===== src/design/lz77_window_copy_top_defines.svh =====
// ----------------------------------------------------------------------------
// lz77 window copy assertion macros
// Concurrent checks clocked on clk and disabled while arst_n is low.
// ----------------------------------------------------------------------------
`ifndef LZ77_WINDOW_COPY_TOP_DEFINES_SVH
`define LZ77_WINDOW_COPY_TOP_DEFINES_SVH

`ifndef SYNTHESIS
// property must hold at every clock edge outside reset
`define LZWC_ASSERT(lbl, prop) \
	lbl: assert property (@(posedge clk) disable iff (!arst_n) (prop)) \
		else $error("lzwc check failed");
// condition must never be true outside reset
`define LZWC_NEVER(lbl, cond) \
	lbl: assert property (@(posedge clk) disable iff (!arst_n) !(cond)) \
		else $error("lzwc forbidden condition");
`else
`define LZWC_ASSERT(lbl, prop)
`define LZWC_NEVER(lbl, cond)
`endif

`endif


===== src/design/lzwc_ram.sv =====
// ----------------------------------------------------------------------------
// lzwc_ram
// Simple dual-port RAM: one write port, one read port with registered data.
// ----------------------------------------------------------------------------
module lzwc_ram #(
	parameter int WIDTH = 8,
	parameter int DEPTH = 256
) (
	input  logic                     clk,
	input  logic                     wr_en,
	input  logic [$clog2(DEPTH)-1:0] wr_addr,
	input  logic [WIDTH-1:0]         wr_data,
	input  logic                     rd_en,
	input  logic [$clog2(DEPTH)-1:0] rd_addr,
	output logic [WIDTH-1:0]         rd_data
);

	logic [WIDTH-1:0] mem [DEPTH];

	// write port
	always_ff @(posedge clk) begin
		if (wr_en) begin
			mem[wr_addr] <= wr_data;
		end
	end

	// read port, old data on a same-address collision
	always_ff @(posedge clk) begin
		if (rd_en) begin
			rd_data <= mem[rd_addr];
		end
	end

endmodule


===== config.mk =====
export PLATFORM = sky130hd
export DESIGN_NAME = lzwc_ram
export DESIGN_NICKNAME = d
export VERILOG_FILES = /design/src/design/lz77_window_copy_top_defines.svh /design/src/design/lzwc_ram.sv
export SDC_FILE = /design/constraint.sdc
export NUM_CORES = 2
export LEC_CHECK = 0
export BUFFER_PORTS_ARGS = -buffer_cell sky130_fd_sc_hd__buf_2
export CAP_MARGIN = 40
export CORE_UTILIZATION = 48
export CTS_CLUSTER_DIAMETER = 50
export DETAILED_ROUTE_END_ITERATION = 7
export SLEW_MARGIN = 25
export SYNTH_ARGS = -nofsm -noshare
export SYNTH_HDL_FRONTEND = slang
export SYNTH_SLANG_ARGS = --single-unit

===== constraint.sdc =====
create_clock -name clk -period 4.5 [get_ports clk]
set_clock_uncertainty 0.1 [all_clocks]
set_input_delay 0.9 -clock clk [delete_from_list [all_inputs] [get_ports clk]]
set_output_delay 0.9 -clock clk [all_outputs]
set_load 0.005 [all_outputs]

[Word-level counts from Yosys, hierarchy flattened]
Memories as Yosys holds them, arrays and structs flattened. A register that Yosys moved wholly into a read port is not among the register bits.
Cells that the tools add are included.
W data, S select, Z words.
Storage, ports and cells
  memories kept: 1
  word-level logic and storage cells: 3
  register bits: 0
  output and inout bits: 8
  bits in writable memories: 2048
  bits of input ports: 27
Operators by class
  muxes and demuxes: 2
Memories
  mem: words 256, width 8, rd ports 1, clocked after memory_dff 1, wr ports 1, RTL line lzwc_ram.sv:18  | logic [WIDTH-1:0] mem [DEPTH];
Operator list (number)
  $mux W1: 2

[Depth between registers and ports, before layout]
  word-level depth: 2
  mapped depth: 11
  mapped depth without buffers: 6

[Worst setup path after synthesis]
Ideal clock, no wire load.
  path kind: input-to-reg
  start point: in rd_addr[0]
  end point: reg rd_data[2] (read register of mem), data pin
  buffers on the path: 4
  library setup time: 0.269 ns
  required time: 4.131 ns
  path slack: 1.424 ns
  data arrival time: 2.707 ns
  stages on the path: 9
  cell sequence: buf_6 > buf_12 > buf_8 > buf_2 > mux4_2 > a22oi_1 > a21oi_1 > nor4_1 > nor4_2
RTL lines
  from (decl): RTL line lzwc_ram.sv:14  | input logic [$clog2(DEPTH)-1:0] rd_addr,
  to (decl): RTL line lzwc_ram.sv:15  | output logic [WIDTH-1:0] rd_data

==> impl_summary.txt <==
----------------------------------------------------
[Global route]
  Initial antenna violation count ... 14
  Total routing usage reported by global routing ... 0.2404
  Vias in the first global route ... 39.45k
  Wire length of the first global-routing pass ... 287,700 um
  Maximum number of pins on one net before global-route repair ... 157
  Global route overflow ... 0

[Power and ir drop]
  Clock network power share ... 0.427
  Switching power ... 8.669 mW
  Sequential fraction of design power ... 0.524
  Switching share of power ... 0.2147
  Internal power ... 31.71 mW
  Pleak ... 28.95 nW
  Worst voltage drop across the vdd grid ... 0.3996 mV
  Combinational cell fraction of total power ... 0.049
  Design Power ... 40.38 mW
  Power per unit of standard cell area ... 440.9 nW/um^2

[Routing]
  Routed len/inst ... 30.90 um
  Initial DRC Count ... 4,941
  Number of remaining DRC errors ... 0
  WL final ... 200,500 um
  Post-DR vias/cell ... 6.129
  Remaining antenna violation count ... 0
  Count of TritonRoute iterations in the first routing pass ... 6
  Via Count ... 39.76k

[Setup path]
  Required time at the endpoint of the critical path ... 4.95 ns
  Worst path buffer plus inverter count ... 2
  CP Launch Type ... input port
  Critical path cell sequence ... buf_8, buf_12, mux4_2, a22o_1, a221oi_1, o32ai_1, nor3_1, nor4_1
  Master of the slowest instance on the critical path ... sky130_fd_sc_hd__nor3_1
  Highest fanout seen on the critical path ... 29
  Worst path max stage delay ... 0.68 ns
  CP endpoint kind ... register
  Worst setup path category ... in -> reg
  Top delay family on crit path ... compound AO/OA/AOI/OAI gates
  Data arrival time of the critical path ... 4.02 ns

[Clock tree]
  Clock Sink Count ... 2,056
  TritonCTS buffer count ... 208
  Max Buffers Root-to-Sink ... 3
  Number of buffers inserted by post-CTS setup repair ... 0
  Cts hold-fix bufs ... 0
  CTS resizes ... 0
  TritonCTS clock tree ... built
  Root buffer cell ... sky130_fd_sc_hd__clkbuf_16
  Clock transition at the registers of the reported paths ... 0.06 ns
  Clock latency reported for the late side of the worst-skew pair ... 0.85 ns
  CTS HTree Levels ... 4

[Floorplanning]
  Ports placed on the boundary ... 35
  Row Count ... 149
  Vertical die dimension ... 409.3 um
  Starting density of the core ... 0.4832
  Die outline area ... 167,500 sq um
  Die width ... 409.3 um
  Placeable Area ... 164,800 sq um

[Outcome]
  Outcome ... finished, final reports clean

[Logic synthesis]
  Post-synth EDFFs ... 2,056
  Portion of the post-synthesis area used by sequential elements ... 0.7753
  Post-synthesis sequential element count ... 2,056
  Post-synthesis area per instance ... 21.33 sq um
  Fraction of registers with async set or reset after synthesis ... 0
  Most used DFF post-synth ... sky130_fd_sc_hd__edfxtp_1
  Summed instance area of the synthesized netlist ... 79,640 sq um
  Post-Syn Nets ... 3,760
  Yosys warning total ... 0
  Unique cell type count in the Yosys netlist ... 54
  Mapped Cells ... 3,733

[Timing]
  Setup repair after global routing missed its margin ... no
  Setup TNS Final ... 0 ns
  Final cycle utilization of the critical path ... 0.7951
  Final hold violation count ... 0
  Final setup violation count ... 0
  Least-Margin Pin Slew ... 1.008 ns
  Worst-case headroom to the max-slew limit ... 0.3278
  Max-slew violation total from the final report ... 0
  Timing-limited maximum frequency ... 279.5 MHz
  Final period demand of the worst path ... 3.578 ns

[Placed design]
  GPL Wtd Cong ... 0.8483
  Number of buffer cells added on primary ports ... 34
  Detailed Place HPWL ... 125,700 um
  Cell Count Post-Placement ... 6,073

[Run]
  Count of maximum capacitance violations ... 0

[Final layout]
  Multi-input combinational cell area ... 16,520 sq um
  Filler Cell Count ... 12.39k
  Layout Cells excl Fill ... 6,488
  Number of nets in the layout ... 4,160
  Area added between synthesis and finish ... 15.01%
  Share of final-layout standard cells stronger than drive strength 1 ... 0.2789
  Area occupied by registers ... 61,740 sq um

[Hold path]
  Path class of the lowest-slack min-delay path ... in -> reg

----------------------------------------------------
[per-layer routing]
layer | share of wire | vias up | global-route usage
li1 | - | 16520 | -
met1 | 0.43 | 21280 | 0.3582
met2 | 0.47 | 1659 | 0.3670
met3 | 0.081 | 295 | 0.04331
met4 | 0.025 | 10 | 0.06659
met5 | 0.00033 | - | 0
[cells in the final DEF (no fill, tap or decap), drive strengths merged, types with 5 or more instances in the layout]
cell type	count
o221ai	47
nand4	10
clkinv	88
mux2i	134
a21oi	96
inv	13
buf	416
a22oi	133
nand2b	8
a22o	8
a221oi	14
nor2	282
nand2	33
nor4	27
and2	6
a211oi	16
edfxtp	2056
o211ai	10
clkinvlp	7
mux4	456
nor2b	31
o21ai	12
o22a	5
nor3	22
bufinv	23
o22ai	28
a2111oi	5
o32ai	5
clkbuf	250
nand3	34
[state kept, by name (all words and copies together) (netlist names)]
name,cells
mem,2048
rd_data,8
[stage by stage]
stage	hold WS, ns	utilization	setup WS [ns]	cell area, sq um
finish	0.2221	0.5557	0.9223	91590
global route	0.1872	0.5557	0.7418	91580
CTS	0.1686	0.5538	1.005	91260
detailed placement	1.068	0.5123	0.1070	84430
global placement	1.058	0.5114	0.1160	84280
floorplan	0.7642	-	1.424	79640
[area by class of cell]
class / instances / share of cell area
sequential: 2056 / 0.6741
multi-input combinational: 1442 / 0.1803
clock buffer: 243 / 0.05827
inverter: 2 / 0.00008197
antenna: 4 / 0.0001093
timing repair buffer: 423 / 0.04090
tap: 2189 / 0.02990
clock inverter: 129 / 0.01628
[synth_stat cells, types with 2 or more instances]
| master | count | share of area |
|---|---|---|
| sky130_fd_sc_hd__mux4_1 | 2 | 0.00066 |
| sky130_fd_sc_hd__nand2b_1 | 8 | 0.00063 |
| sky130_fd_sc_hd__nand4_1 | 10 | 0.00079 |
| sky130_fd_sc_hd__mux2i_1 | 134 | 0.017 |
| sky130_fd_sc_hd__o221ai_1 | 46 | 0.0051 |
| sky130_fd_sc_hd__o22ai_1 | 28 | 0.0022 |
| sky130_fd_sc_hd__o21ai_1 | 2 | 0.00013 |
| sky130_fd_sc_hd__a22oi_1 | 133 | 0.013 |
| sky130_fd_sc_hd__and3b_1 | 2 | 0.00022 |
| sky130_fd_sc_hd__or2_2 | 4 | 0.00031 |
| sky130_fd_sc_hd__buf_1 | 22 | 0.0010 |
| sky130_fd_sc_hd__nor2_1 | 282 | 0.013 |
| sky130_fd_sc_hd__nand2_1 | 33 | 0.0016 |
| sky130_fd_sc_hd__mux4_2 | 454 | 0.13 |
| sky130_fd_sc_hd__a221oi_1 | 13 | 0.0014 |
| sky130_fd_sc_hd__o211ai_1 | 10 | 0.00094 |
| sky130_fd_sc_hd__nor4_1 | 24 | 0.0019 |
| sky130_fd_sc_hd__buf_12 | 8 | 0.0020 |
| sky130_fd_sc_hd__a21oi_1 | 96 | 0.0060 |
| sky130_fd_sc_hd__nand3b_1 | 2 | 0.00019 |
| sky130_fd_sc_hd__nor4_2 | 3 | 0.00047 |
| sky130_fd_sc_hd__edfxtp_1 | 2056 | 0.78 |
| sky130_fd_sc_hd__o32ai_1 | 4 | 0.00044 |
| sky130_fd_sc_hd__nor2b_1 | 31 | 0.0024 |
| sky130_fd_sc_hd__a22o_1 | 8 | 0.00088 |
| sky130_fd_sc_hd__clkbuf_1 | 111 | 0.0052 |
| sky130_fd_sc_hd__nand3_1 | 34 | 0.0021 |
| sky130_fd_sc_hd__a211oi_1 | 16 | 0.0015 |
| sky130_fd_sc_hd__a2111oi_1 | 2 | 0.00025 |
| sky130_fd_sc_hd__nor3_1 | 22 | 0.0014 |
| sky130_fd_sc_hd__a2111oi_0 | 2 | 0.00022 |
| sky130_fd_sc_hd__buf_4 | 27 | 0.0025 |
| sky130_fd_sc_hd__buf_6 | 21 | 0.0030 |
| sky130_fd_sc_hd__buf_2 | 31 | 0.0019 |
| sky130_fd_sc_hd__a31oi_1 | 2 | 0.00016 |
| sky130_fd_sc_hd__buf_8 | 13 | 0.0025 |
| sky130_fd_sc_hd__and2_1 | 6 | 0.00047 |
| sky130_fd_sc_hd__a311oi_1 | 2 | 0.00022 |
| sky130_fd_sc_hd__o22a_1 | 5 | 0.00055 |
| sky130_fd_sc_hd__o21ai_0 | 10 | 0.00063 |
[worst paths after layout]
kind / startpoint / slack (ns) / endpoint / cells past startpoint
max: rd_addr[0] / 0.92 / rd_data[3]$_DFFE_PP_ / 8
min: wr_data[1] / 0.22 / mem[77][1]$_DFFE_PP_ / 1
max reg2reg: mem[83][3]$_DFFE_PP_ / 1.38 / rd_data[3]$_DFFE_PP_ / 6
min reg2reg: mem[32][5]$_DFFE_PP_ / 1.11 / rd_data[5]$_DFFE_PP_ / 7
[power groups by stage]
| stage | clock network (mW) | logic, mW | registers (mW) |
|---|---|---|---|
| after floorplan | 0 | 1.03 | 21.5 |
| after global placement | 0 | 1.97 | 21.6 |
| after detailed placement | 0 | 1.99 | 21.6 |
| after CTS | 17.5 | 2.00 | 21.2 |
| after global routing | 18.2 | 2.09 | 21.1 |
| final | 17.2 | 1.99 | 21.2 |
[logic make-up (layout without fill, tap and decap cells)]
logic type             count (synthesis)  in the layout  synth area share
other                                  0              4                 0
AO/OA/AOI/OAI                        385            385           0.03416
multiplexers                         591            591            0.1460
AND/OR/NAND/NOR                      466            466           0.02625
flip-flops                          2056           2056            0.7753
buffers and inverters                235            797           0.01829
[worst register-to-register path, delay by kind of cell (launching register included)]
kind	cells	cell delay (ns)
AO/OA/AOI/OAI	3	1.09
AND/OR/NAND/NOR	2	0.83
multiplexers	1	0.47
flip-flops	1	0.35
No activity file was read; power rests on OpenSTA's default activity.
